===== config.mk =====
export PLATFORM = sky130hd
export DESIGN_NAME = matrix_key_debounce_encoder
export DESIGN_NICKNAME = d
export VERILOG_FILES = /design/src/rtl/mkde_pkg.sv /design/src/rtl/mkde_lane.sv /design/src/rtl/mkde_merge.sv /design/src/rtl/matrix_key_debounce_encoder.sv
export VERILOG_INCLUDE_DIRS = /design/src /design/src/rtl
export SDC_FILE = /design/constraint.sdc
export NUM_CORES = 1
export LEC_CHECK = 0
export BUFFER_PORTS_ARGS = -buffer_cell sky130_fd_sc_hd__buf_2
export CAP_MARGIN = 20
export CORE_AREA = 2 2 114 127
export DETAILED_ROUTE_END_ITERATION = 12
export DIE_AREA = 0 0 116 129
export GPL_ROUTABILITY_DRIVEN = 1
export PLACE_DENSITY = 0.82
export SLEW_MARGIN = 40
export SYNTH_ARGS = -nofsm -noshare
export SYNTH_HDL_FRONTEND = slang
export SYNTH_SLANG_ARGS = --single-unit

===== constraint.sdc =====
create_clock -name aclk -period 11.03 [get_ports aclk]
set_input_delay 3.309 -clock aclk [delete_from_list [all_inputs] [get_ports aclk]]
set_output_delay 3.309 -clock aclk [all_outputs]
set_load 0.01 [all_outputs]

===== src/rtl/matrix_key_debounce_encoder_assert.svh =====
// Assertion macros shared by the keypad debounce encoder RTL.
`ifndef MATRIX_KEY_DEBOUNCE_ENCODER_ASSERT_SVH
`define MATRIX_KEY_DEBOUNCE_ENCODER_ASSERT_SVH

// Condition must hold at every clock edge outside reset
`define MKDE_ASSERT_ALWAYS(label, cond, msg) \
    label: assert property (@(posedge aclk) disable iff (!aresetn) (cond)) else $error(msg);

// Consequent must hold in the cycle after the antecedent
`define MKDE_ASSERT_NEXT(label, ante, cons, msg) \
    label: assert property (@(posedge aclk) disable iff (!aresetn) (ante) |=> (cons)) \
        else $error(msg);

`endif


===== src/rtl/mkde_pkg.sv =====
// Package: shared types, constants and the key code remap for the keypad encoder.
package mkde_pkg;

    localparam int KEY_FLAG_BITS = 9;
    localparam int LIMIT_BITS    = 8;
    localparam int CODE_BITS     = 8;
    localparam int HOLD_BITS     = 4;
    localparam int HOLD_CAP      = 15;

    localparam logic [LIMIT_BITS-1:0] LIMIT_RESET    = 8'd8;
    localparam logic [CODE_BITS-1:0]  CODE_KEEP_MASK = 8'h17;

    // Per-lane status handed to the merge stage
    typedef struct packed {
        logic qual;   // pressed and at or past the debounce limit
        logic clr;    // released while holding its press flag
    } lane_stat_t;

    // Remap press flags into the 8-bit key code
    function automatic logic [CODE_BITS-1:0] encode_code(input logic [KEY_FLAG_BITS-1:0] pf);
        logic [CODE_BITS-1:0] code;
        code = pf[CODE_BITS-1:0] & CODE_KEEP_MASK;
        if (pf[3]) begin
            code[6] = 1'b1;
            code[3] = 1'b0;
        end
        if (pf[6]) begin
            code[3] = 1'b1;
            code[6] = 1'b0;
        end
        if (pf[5]) begin
            code[7] = 1'b1;
            code[5] = 1'b0;
        end
        if (pf[7]) begin
            code[5] = 1'b1;
            code[7] = 1'b0;
        end
        return code;
    endfunction

endpackage


===== src/rtl/mkde_lane.sv =====
// One key lane: debounce counter, press flag and sticky release flag.
module mkde_lane
    import mkde_pkg::*;
#(
    parameter int COUNTER_BITS = 8
) (
    input  logic                    aclk,
    input  logic                    aresetn,
    input  logic                    step_en,
    input  logic                    key_down,
    input  logic [COUNTER_BITS-1:0] limit,
    input  logic                    grant,
    output lane_stat_t              stat,
    output logic                    press_flag,
    output logic                    release_flag
);

    logic [COUNTER_BITS-1:0] cnt_reg, cnt_next;
    logic                    press_reg, press_next;
    logic                    release_reg, release_next;
    logic                    below;

    // Status toward the merge stage
    assign below     = cnt_reg < limit;
    assign stat.qual = key_down && !below;
    assign stat.clr  = !key_down && press_reg;

    // Next-state for counter and flags
    always_comb begin
        cnt_next     = cnt_reg;
        press_next   = press_reg;
        release_next = release_reg;
        if (step_en) begin
            if (key_down) begin
                if (below) begin
                    cnt_next = cnt_reg + 1'b1;
                end else if (grant) begin
                    press_next = 1'b1;
                end
            end else begin
                cnt_next   = '0;
                press_next = 1'b0;
                if (press_reg) begin
                    release_next = 1'b1;
                end
            end
        end
    end

    always_ff @(posedge aclk) begin
        if (!aresetn) begin
            cnt_reg     <= '0;
            press_reg   <= 1'b0;
            release_reg <= 1'b1;
        end else begin
            cnt_reg     <= cnt_next;
            press_reg   <= press_next;
            release_reg <= release_next;
        end
    end

    assign press_flag   = press_reg;
    assign release_flag = release_reg;

endmodule


===== src/rtl/mkde_merge.sv =====
// Merge stage: row-major hold-count chain across lanes, grants the single press flag.
module mkde_merge
    import mkde_pkg::*;
#(
    parameter int LANES    = 9,
    parameter int LOCK_MAX = 9
) (
    input  logic                 aclk,
    input  logic                 aresetn,
    input  logic                 step_en,
    input  lane_stat_t           stat [LANES],
    output logic [LANES-1:0]     grant,
    output logic [HOLD_BITS-1:0] hold_count
);

    localparam logic [HOLD_BITS-1:0] LockMaxC = HOLD_BITS'(LOCK_MAX);

    logic [HOLD_BITS-1:0] lock_reg, lock_next;
    logic [HOLD_BITS-1:0] lk;

    // Walk lanes in scan order; a qualified key bumps, a released flagged key clears
    always_comb begin
        lk = lock_reg;
        for (int n = 0; n < LANES; n++) begin
            grant[n] = stat[n].qual && (lk == '0);
            if (stat[n].qual && (lk < LockMaxC)) begin
                lk = lk + 1'b1;
            end else if (stat[n].clr) begin
                lk = '0;
            end
        end
        lock_next = step_en ? lk : lock_reg;
    end

    always_ff @(posedge aclk) begin
        if (!aresetn) begin
            lock_reg <= '0;
        end else begin
            lock_reg <= lock_next;
        end
    end

    assign hold_count = lock_reg;

endmodule


===== src/rtl/matrix_key_debounce_encoder.sv =====
// Top level: keypad matrix debounce encoder with request channels and config write port.
// One scan request is taken per clock when the result slot is free or being drained;
// all keys update together in a lane array, and the shared hold count runs through a
// short chain over the (at most nine) active lanes in the same cycle. The result of a
// request is valid the cycle after acceptance and stays until taken; a new request is
// accepted in the same cycle the previous result is taken, so the sustained rate is one
// request per clock. The debounce limit register resets to 8 and accepts a write every
// cycle (cfg_ready is always high); write it only while no request is in flight.
`include "matrix_key_debounce_encoder_assert.svh"

module matrix_key_debounce_encoder
    import mkde_pkg::*;
#(
    parameter int ROWS         = 3,
    parameter int COLS         = 3,
    parameter int COUNTER_BITS = 8
) (
    input  logic                     aclk,
    input  logic                     aresetn,
    input  logic                     cfg_valid,
    output logic                     cfg_ready,
    input  logic [LIMIT_BITS-1:0]    cfg_data,
    input  logic                     s_valid,
    output logic                     s_ready,
    input  logic [KEY_FLAG_BITS-1:0] s_key_levels,
    output logic                     m_valid,
    input  logic                     m_ready,
    output logic [KEY_FLAG_BITS-1:0] m_pressed_flags,
    output logic [KEY_FLAG_BITS-1:0] m_released_flags,
    output logic [CODE_BITS-1:0]     m_key_code,
    output logic [HOLD_BITS-1:0]     m_hold_count
);

    localparam int KEYS     = ROWS * COLS;
    localparam int ACTIVE   = (KEYS < KEY_FLAG_BITS) ? KEYS : KEY_FLAG_BITS;
    localparam int LOCK_MAX = (KEYS < HOLD_CAP) ? KEYS : HOLD_CAP;
    localparam int LIM_W    = (COUNTER_BITS > LIMIT_BITS) ? COUNTER_BITS : LIMIT_BITS;
    localparam logic [LIM_W-1:0] CNT_MAX_W = LIM_W'((1 << COUNTER_BITS) - 1);

    logic [LIMIT_BITS-1:0]    limit_reg;
    logic                     m_valid_reg, m_valid_next;
    logic                     step_en;
    logic [LIM_W-1:0]         limit_ext, limit_eff;
    logic [COUNTER_BITS-1:0]  lane_limit;
    lane_stat_t               stat [ACTIVE];
    logic [ACTIVE-1:0]        grant;
    logic [KEY_FLAG_BITS-1:0] press_vec, release_vec;
    logic [HOLD_BITS-1:0]     hold_count;

    // Config register
    assign cfg_ready = 1'b1;

    always_ff @(posedge aclk) begin
        if (!aresetn) begin
            limit_reg <= LIMIT_RESET;
        end else if (cfg_valid && cfg_ready) begin
            limit_reg <= cfg_data;
        end
    end

    // Clamp the limit to the counter range
    assign limit_ext  = LIM_W'(limit_reg);
    assign limit_eff  = (limit_ext < CNT_MAX_W) ? limit_ext : CNT_MAX_W;
    assign lane_limit = limit_eff[COUNTER_BITS-1:0];

    // Request handshake; state registers double as the result slot
    assign s_ready = !m_valid_reg || m_ready;
    assign step_en = s_valid && s_ready;

    always_comb begin
        m_valid_next = m_valid_reg;
        if (step_en) begin
            m_valid_next = 1'b1;
        end else if (m_ready) begin
            m_valid_next = 1'b0;
        end
    end

    always_ff @(posedge aclk) begin
        if (!aresetn) begin
            m_valid_reg <= 1'b0;
        end else begin
            m_valid_reg <= m_valid_next;
        end
    end

    // Key lanes; flag bits past the key count read zero
    for (genvar i = 0; i < KEY_FLAG_BITS; i++) begin : g_key
        if (i < ACTIVE) begin : g_lane
            mkde_lane #(
                .COUNTER_BITS(COUNTER_BITS)
            ) u_lane (
                .aclk        (aclk),
                .aresetn     (aresetn),
                .step_en     (step_en),
                .key_down    (s_key_levels[i]),
                .limit       (lane_limit),
                .grant       (grant[i]),
                .stat        (stat[i]),
                .press_flag  (press_vec[i]),
                .release_flag(release_vec[i])
            );
        end else begin : g_none
            assign press_vec[i]   = 1'b0;
            assign release_vec[i] = 1'b0;
        end
    end

    // Hold-count chain and press grant
    mkde_merge #(
        .LANES   (ACTIVE),
        .LOCK_MAX(LOCK_MAX)
    ) u_merge (
        .aclk      (aclk),
        .aresetn   (aresetn),
        .step_en   (step_en),
        .stat      (stat),
        .grant     (grant),
        .hold_count(hold_count)
    );

    // Result fields
    assign m_valid          = m_valid_reg;
    assign m_pressed_flags  = press_vec;
    assign m_released_flags = release_vec;
    assign m_key_code       = encode_code(press_vec);
    assign m_hold_count     = hold_count;

    // Checks
    `MKDE_ASSERT_ALWAYS(a_flag_tracks_hold, ($onehot0(press_vec) && ((hold_count != '0) == (press_vec != '0))), "press flag and hold count disagree")
    `MKDE_ASSERT_ALWAYS(a_hold_cap, (hold_count <= HOLD_BITS'(LOCK_MAX)), "hold count past its cap")
    `MKDE_ASSERT_NEXT(a_result_after_accept, step_en, (m_valid && (m_hold_count == $past(hold_count) || $past(step_en))), "accepted request left no result")

endmodule


After elaboration in Yosys (flattened, before gate mapping)
Index checks and enable logic that the tools add are counted.

Flip-flop bits (word level): 94. Input bits: 22. Output and inout port bits: 33. Word-level logic and storage cells: 242.

Add/subtract/negate cells: 18. Magnitude comparators: 19. Eq/ne operators: 27. Multiplexer cells: 72. Reduce and logical (&&, ||, !) cells: 85.

Operator list (count): $mux W8 (19); $add A8 B1 Y8 const B (9); $lt A8 B8 Y1 (9); $mux W4 (18); $logic_and A1 B1 Y1 (37); $add A4 B1 Y4 const B (9); $logic_not A4 Y1 (9); $lt A4 B4 Y1 const B (9); $ne A2 B1 Y1 const B (18); $mux W1 (35); $reduce_and A3 Y1 (9); $logic_not A1 Y1 (19); $ne A2 B2 Y1 const B (9); $reduce_and A2 Y1 (9); $lt A8 B8 Y1 const B (1); $reduce_bool A2 Y1 (1); $logic_or A1 B1 Y1 (1).

Longest topological paths before layout
Gate-level depths: netlist (run 1).

Depth in word-level cells: 33. Gate-level depth with buffers: 47. Depth with buffers taken out: 47.

Hierarchy
From an unflattened synthesis (run 1), not the netlist that was laid out.

Cell total of the unflattened synthesis: 1115. Area total of the unflattened synthesis: 9218.8 µm².

By module, submodules not included: mkde_lane (times used 9, cells each 91, area each 753.2 µm², seq. area each 180.2 µm²); mkde_merge (times used 1, cells each 248, area each 1998.2 µm², seq. area each 80.1 µm²); matrix_key_debounce_encoder (times used 1, cells each 48, area each 441.7 µm², seq. area each 180.2 µm²).

Worst setup path after synthesis (run 1)
No wires, ideal clock.

Kind: input-to-reg. Start: input port s_key_levels[0]. End: register u_merge.lock_reg[0] (netlist: u_merge.hold_count[0]). Setup time: 135 ps. Arrival: 11352 ps. Setup slack: -457 ps. Stages: 43. Buffers on the path: 2. Path through: clkbuf_1 clkbuf_1 nand3_1 nor3_1 a211o_2 inv_1 ha_1 a31oi_4 mux2_4 inv_1 ha_1 nand2_1 o21ai_1 nand2_1 and2_1 ha_1 and4_4 or4_4 [... 7 more ...] ha_1 a32oi_1 mux2_2 inv_1 ha_1 inv_1 o32ai_1 a211oi_1 a31oi_1 ha_1 o221ai_1 a21o_1 a21oi_1 inv_1 ha_1 and3_1 o211ai_1 a31oi_1.

Cells in the longest elaborated chain, start to end: 28.

RTL lines: from (decl) (RTL line matrix_key_debounce_encoder.sv:25) `input logic [KEY_FLAG_BITS-1:0] s_key_levels,`; $logic_not A1 Y1 (RTL line mkde_lane.sv:26) `assign stat.clr = !key_down && press_reg;`; $logic_and A1 B1 Y1 (RTL line mkde_lane.sv:26); $mux W4 (RTL line mkde_merge.sv:28) `end else if (stat[n].clr) begin`; $mux W4 (*) (RTL line mkde_merge.sv:26) `if (stat[n].qual && (lk < LockMaxC)) begin`; $lt A4 B4 Y1 (RTL line mkde_merge.sv:26); $logic_and A1 B1 Y1 (RTL line mkde_merge.sv:26); $mux W4 (*) (RTL line mkde_merge.sv:26); $lt A4 B4 Y1 (RTL line mkde_merge.sv:26); [... 12 more ...]; $logic_and A1 B1 Y1 (RTL line mkde_merge.sv:26); $mux W4 (*) (RTL line mkde_merge.sv:26); $lt A4 B4 Y1 (RTL line mkde_merge.sv:26); $logic_and A1 B1 Y1 (RTL line mkde_merge.sv:26); $mux W4 (*) (RTL line mkde_merge.sv:26); $lt A4 B4 Y1 (RTL line mkde_merge.sv:26); $logic_and A1 B1 Y1 (RTL line mkde_merge.sv:26); $mux W4 (*) (RTL line mkde_merge.sv:26); to (signal assigned) (RTL line mkde_merge.sv:39) `lock_reg <= lock_next;`; to (decl) (RTL line mkde_merge.sv:18) `logic [HOLD_BITS-1:0] lock_reg, lock_next;`.

Mark *: on every way between the ends. The rest lies on a longest branch, timed or not. A chain may end at the register's enable or synchronous reset.

Worst setup path in the final report (run 1)
Same ends and word-level chain as after synthesis.

==> impl_metrics.csv, run 1 <==
group,metric,value,unit
sta,timing.fmax,91.9,MHz
route,drtIter0Drc,495,
clocking,worst_skew_pair.late_latency,0.36,ns
floorplanning,rows,45,
sta,finalSetupViolations,0,
critical_path,arrival,11.17,ns
final_layout,drive_gt1_frac,0.140,
route,wl_met1,8310,µm
clocking,htree_num_levels,3,
final_layout,nFillCells,1182,
sta,relSlewSlack,0.474,
route,vias,7085,
placement,dp_hpwl,12700,µm
power,p_int,645,µW
placement,port_buffers,44,
clocking,postCtsHoldBufs,0,
final_layout,diodes,0,
route,dr_wl_met3,974,µm
sta,timing.final.max_slew_violations,0,
grt,antenna_found_initial,0,
clocking,root_buffer,"clkbuf_16",
final_layout,largest_reg_flops,72,
clocking,numCtsBuffers,9,
hold_path,min_from,"g_key[3].g_lane.u_lane.cnt_reg[6]",
route,dr_wl_met2,8940,µm
final_layout,area_growth,12.0,%
hold_path,min_path_type,"reg -> reg",
logic_synthesis,ys.warnings.count,0,
floorplanning,die_h,129,µm
logic_synthesis,seq_area_frac_synth,0.249,
logic_synthesis,ys_seq_elements,94,
sta,tightest_slew,0.788,ns
grt,grt_max_degree,70,
grt,grt_pass1_wl,30200,µm
power,p_sw_frac,0.327,
logic_synthesis,postSynthAreaPerCell,8.02,µm²
sta,final_hold_viol_count,0,
logic_synthesis,syn_area,7540,µm²
hold_path,holdPathStages,2,
critical_path,slowest_stage,"mux2i_1",
route,drc,0,
route,viasPerCell,6.01,
grt,grt.total_usage,0.253,
placement,place_congestion,0.934,
critical_path,cp_max_fo,9,
power,powerDensity,113,nW/µm²
power,clkPwrFrac,0.337,
clocking,clock_sinks,94,
critical_path,critPathMaxStageDelay,0.57,ns
clocking,cts_max_path_buffers,2,
route,ant_nets,0,
power,power_frac_seq,0.371,
logic_synthesis,yosys_most_used_dff,"dfxtp_1",
critical_path,r2r_start,"limit_ext[4]",
grt,overflow,0,
sta,fin_crit_sh,0.987,
floorplanning,initial_utilization,0.554,
power,ir_worst_vdd,0.0758,mV
hold_path,hold_end,"g_key[3].g_lane.u_lane.cnt_reg[6]",
sta,skew,0.0104,ns
sta,finalCriticalPeriod,10.88,ns
floorplanning,die_w,116,µm
critical_path,cp-start-kind,"primary input",
critical_path,r2r_end,"u_merge.hold_count[0]",
route,dr.pass1.iters,5,
clocking,cts_tree,"yes",
sta,fin_setup_tns,0,ns
logic_synthesis,synthArstFlopShare,0,
critical_path,path_class,"in -> reg",
power,power.total,959,µW
logic_synthesis,synthCells,941,
route,avgRoutedWirePerCell,16.1,µm
grt,grt_pass1_vias,6453,
clocking,clk_pin_slew,0.06,ns
power,p_switching,314,µW
critical_path,rrSetupSlack,1.53,ns
floorplanning,die-area,15000,µm²
outcome,status,"completed",
route,wl,19000,µm
final_layout,layout.nets,1098,
critical_path,worst-r2r-cell-count,43,
power,p_leak,3.60,nW
run,max_cap_viol_count,0,
logic_synthesis,synth-edff-count,0,
final_layout,multi_input_area,5390,µm²
logic_synthesis,synth_cell_types,76,
power,combPwrFrac,0.292,
floorplanning,core_area,13600,µm²
final_layout,regArea,1880,µm²
route,top_layer,"met4",
critical_path,worst_setup_path_end_kind,"flip-flop",
floorplanning,io_pins,55,
critical_path,crit_required,11.32,ns
[per-stage QoR]
step | hold WS (ns) | setup slack (ns) | util | instances | cell area, µm²
global placement | 0.493 | 0.00910 | 0.585 | 1157 | 7970
global route | 0.542 | -0.231 | 0.620 | 1179 | 8450
CTS | 0.523 | 0.0622 | 0.607 | 1173 | 8270
detailed placement | 0.505 | -0.240 | 0.585 | 1157 | 7970
finish | 0.524 | 0.145 | 0.620 | 1179 | 8450
floorplan | 0.452 | 0.0292 | - | 950 | 7620
[critical path, delay by kind of cell]
family	cells	cell delay [ns]
adders and majority gates	7	1.56
and+or+nand+nor	11	2.19
muxes	3	1.27
buffers and inverters	8	0.84
AOI/OAI and AO/OA	11	1.98
[synth_stat cells, types with 5 or more instances]
master	count	area, µm²
a31oi_1	12	75.1
nand2_1	51	191
a21boi_0	12	90.1
o211a_1	6	60.1
nor3_1	25	125
o21ai_0	93	465
o21ai_1	5	25.0
a21o_1	7	52.6
buf_4	25	188
nand3_1	35	175
o211ai_1	9	67.6
nor2_1	51	191
a21oi_1	60	300
or2_2	5	31.3
o31ai_1	5	37.5
inv_1	47	176
a211o_1	6	52.6
a41oi_1	5	43.8
and2_1	16	100
dfxtp_1	94	1880
xor2_1	22	193
a211oi_1	6	45.0
nand4_1	23	144
mux2_4	5	75.1
nand2b_1	21	131
mux2i_1	12	120
clkbuf_1	22	82.6
o21a_1	5	37.5
and3_1	24	150
nor3b_1	17	128
ha_1	90	1130
nor2b_1	53	332
[worst max-delay path by stage]
stage                         start  slack (ns)                    end  cells past startpoint
floorplan           s_key_levels[0]        0.03  u_merge.hold_count[0]                     43
global placement    s_key_levels[0]       0.009  u_merge.hold_count[1]                     42
detailed placement  s_key_levels[0]       -0.24  u_merge.hold_count[1]                     43
CTS                 s_key_levels[0]        0.06  u_merge.hold_count[1]                     43
global route        s_key_levels[0]       -0.23  u_merge.hold_count[0]                     41
finish              s_key_levels[0]        0.15  u_merge.hold_count[0]                     40
[cell usage in the layout (no fill, tap or decap), types with 7 or more instances in the layout]
| master | instances |
|---|---|
| buf_4 | 30 |
| nand4_1 | 23 |
| nor2b_1 | 53 |
| and2_1 | 16 |
| a21boi_0 | 12 |
| nand2b_1 | 21 |
| buf_2 | 42 |
| a31oi_1 | 11 |
| nand3_1 | 34 |
| mux2_4 | 7 |
| nor3_1 | 24 |
| dfxtp_1 | 94 |
| o211ai_1 | 9 |
| nand2_1 | 50 |
| nor3b_1 | 17 |
| a21oi_1 | 58 |
| a21o_1 | 7 |
| conb_1 | 10 |
| and3_1 | 24 |
| xor2_1 | 22 |
| ha_1 | 85 |
| clkbuf_16 | 9 |
| inv_1 | 44 |
| mux2i_1 | 12 |
| nor2_1 | 51 |
| o21ai_0 | 91 |
[per-layer routing]
layer  GRT usage  vias to the layer above
li1            -                     3519
met1       0.311                     3323
met5           0                        -
met2       0.426                      193
met4       0.121                        0
met3      0.0476                       50
[timing repair]
item / in CTS / in global routing
gates resized for setup: 0 / 30
setup endpoints to repair: 0 / 5
buffers inserted: 0 / 6
[power groups by stage]
stage / clock [mW] / sequential [mW] / combinational (mW)
after detailed placement: 0 / 0.363 / 0.237
after global routing: 0.343 / 0.356 / 0.307
after floorplan: 0 / 0.360 / 0.171
after global placement: 0 / 0.363 / 0.232
final: 0.323 / 0.356 / 0.280
after CTS: 0.328 / 0.355 / 0.240
[cell type report]
class                           count  area share
Sequential cell                    94       0.223
Inverter                           49      0.0218
Clock inverter                      5     0.00681
Timing Repair Buffer               74      0.0538
Clock buffer                       11      0.0287
Multi-Input combinational cell    758       0.638
Tap cell                          188      0.0278
[logic make-up (layout without fill, tap and decap cells)]
kind of cell	count (synthesis)	in the layout	share of synthesized area
XOR/XNOR	25	25	0.0290
other	1	10	0.000497
buffers and inverters	98	139	0.0624
AND/OR/NAND/NOR	345	345	0.250
AO/OA/AOI/OAI	267	267	0.228
adder cells (fa/ha/maj)	91	91	0.151
multiplexers	20	20	0.0303
flip-flops	94	94	0.249
No activity file was read; power rests on OpenSTA's default activity.
==> run 2, diff against run 1 <==
--- a/config.mk
+++ b/config.mk
@@ -7,7 +7,7 @@
 export NUM_CORES = 1
 export LEC_CHECK = 0
 export BUFFER_PORTS_ARGS = -buffer_cell sky130_fd_sc_hd__buf_2
-export CAP_MARGIN = 20
+export CAP_MARGIN = 10
 export CORE_AREA = 2 2 114 127
 export DETAILED_ROUTE_END_ITERATION = 12
 export DIE_AREA = 0 0 116 129
==> constraint.sdc (replaced) <==
create_clock -name aclk -period 10 [get_ports aclk]
set_input_delay 3 -clock aclk [delete_from_list [all_inputs] [get_ports aclk]]
set_output_delay 3 -clock aclk [all_outputs]
set_load 0.01 [all_outputs]
==> run 2 against run 1 <==
Effect of this change: non-clock buffer count grew 47; critical path depth grew 1; critical path type unchanged; sequential cell count unchanged; cell count rose by 4.0%; clock power is 4% higher; count of clock-buffer cells in the layout grew 2.
==> impl_metrics.csv, run 2 (same netlist as run 1, synthesis figures left out) <==
group,metric,value,unit
outcome,status,"completed",
clocking,root_buffer,"clkbuf_16",
final_layout,drive_gt1_frac,0.200,
floorplanning,core_area,13600,µm²
sta,finalSetupViolations,0,
critical_path,cp_common_cell,"ha_4",
route,viasPerCell,5.99,
critical_path,slowest_stage,"or4_4",
clocking,clk_pin_slew,0.06,ns
sta,fin_crit_sh,0.975,
clocking,clock_sinks,94,
route,wl,19900,µm
critical_path,worst-r2r-cell-count,45,
sta,timing.final.max_slew_violations,0,
sta,relSlewSlack,0.430,
floorplanning,initial_utilization,0.554,
route,drtIter0Drc,414,
sta,final_hold_viol_count,0,
final_layout,mostFrequentLayoutCell,"dfxtp_1",
sta,fin_hold_ws,0.520,ns
grt,grt_max_degree,40,
floorplanning,die-area,15000,µm²
critical_path,worst_setup_path_end_kind,"flip-flop",
sta,timing.fmax,103,MHz
clocking,cts_tree,"yes",
route,drc,0,
placement,place_congestion,0.939,
floorplanning,die_h,129,µm
floorplanning,io_pins,55,
route,vias,7342,
grt,grt_pass1_wl,31900,µm
power,power.total,1.09,mW
critical_path,critPathMaxStageDelay,0.44,ns
grt,antenna_found_initial,2,
power,powerDensity,122,nW/µm²
final_layout,finalInstanceArea,8910,µm²
route,avgRoutedWirePerCell,16.2,µm
power,ir_worst_vdd,0.104,mV
hold_path,min_path_type,"reg -> reg",
critical_path,r2r_end,"u_merge.hold_count[1]",
final_layout,fin_util,0.654,
critical_path,critical_path.startpoint,"s_key_levels[0]",
critical_path,cp_max_fo,6,
grt,overflow,0,
sta,finalCriticalPeriod,9.75,ns
route,dr.pass1.iters,4,
grt,grt.total_usage,0.265,
critical_path,crit_required,10.24,ns
floorplanning,rows,45,
final_layout,area_growth,18.1,%
critical_path,path_class,"in -> reg",
placement,dp_hpwl,14300,µm
clocking,numCtsBuffers,9,
critical_path,cp-start-kind,"primary input",
critical_path,r2r_start,"limit_ext[6]",
clocking,worst_skew_pair.late_latency,0.36,ns
power,p_leak,3.82,nW
placement,dpl_cell_area,8480,µm²
run,max_cap_viol_count,0,
hold_path,min_from,"g_key[8].g_lane.u_lane.press_flag",
final_layout,layout_common_cells,"dfxtp_1, o21ai_0, ha_1",
critical_path,rrSetupSlack,1.30,ns
grt,grt_pass1_vias,6884,
critical_path,setup.worst_path.end,"u_merge.hold_count[1]",
route,ant_nets,0,
final_layout,largest_reg_flops,72,
final_layout,layout.nets,1145,
clocking,cts_max_path_buffers,2,
critical_path,arrival,9.99,ns
sta,tightest_slew,0.848,ns
clocking,htree_num_levels,3,
sta,skew,0.00616,ns
placement,port_buffers,44,
floorplanning,die_w,116,µm
run 2: routing by layer:
layer	vias to the layer above	global-route usage	part of all wire
met1	3490	0.335	0.45
met2	211	0.445	0.47
met4	0	0.116	0.031
li1	3589	-	-
met3	52	0.0452	0.057
met5	-	0	0
run 2: timing repair:
action                                  4_1_cts  5_1_grt
endpoints found under the setup margin        0        4
buffers inserted                              0        7
gates resized for setup                       0       21
hold buffers                                  0        0
run 2: worst min path at each step:
stage / to / cells past startpoint / slack (ns)
after floorplan: g_key[8].g_lane.u_lane.press_flag / 2 / 0.45
after global placement: limit_ext[4] / 2 / 0.50
after detailed placement: limit_ext[7] / 2 / 0.51
after CTS: g_key[2].g_lane.u_lane.cnt_reg[1] / 2 / 0.52
after global routing: limit_ext[6] / 2 / 0.54
final: g_key[8].g_lane.u_lane.press_flag / 2 / 0.52
run 2: where the power goes:
part,leakage [nW],switching [mW],total [mW],internal [mW]
combinational,2.93,0.192,0.358,0.166
sequential,0.761,0.0112,0.393,0.382
clock,0.136,0.154,0.336,0.182
run 2: per-stage QoR:
stage	instances	worst slack, ns	setup TNS (ns)
after CTS	1217	0.134	0
after floorplan	950	-0.0138	-0.0277
after global placement	1202	0.0254	0
final	1226	0.250	0
after detailed placement	1202	-0.191	-0.653
after global routing	1225	-0.0469	-0.110
run 2: cell type report:
type	count	area (µm²)
multi-input combinational	758	5510
fill	1166	4710
sequential	94	1880
timing repair buffer	121	812
clock buffer	13	260
tap	188	235
inverter	49	194
clock inverter	2	17.5
antenna	1	2.50
run 2: worst max-delay path: cells and delay by family:
family,cells,cell delay (ns)
AO/OA/AOI/OAI,13,2.50
multiplexers,3,0.95
buffers and inverters,8,0.55
AND/OR/NAND/NOR,9,1.58
adder cells (fa/ha/maj),8,1.37
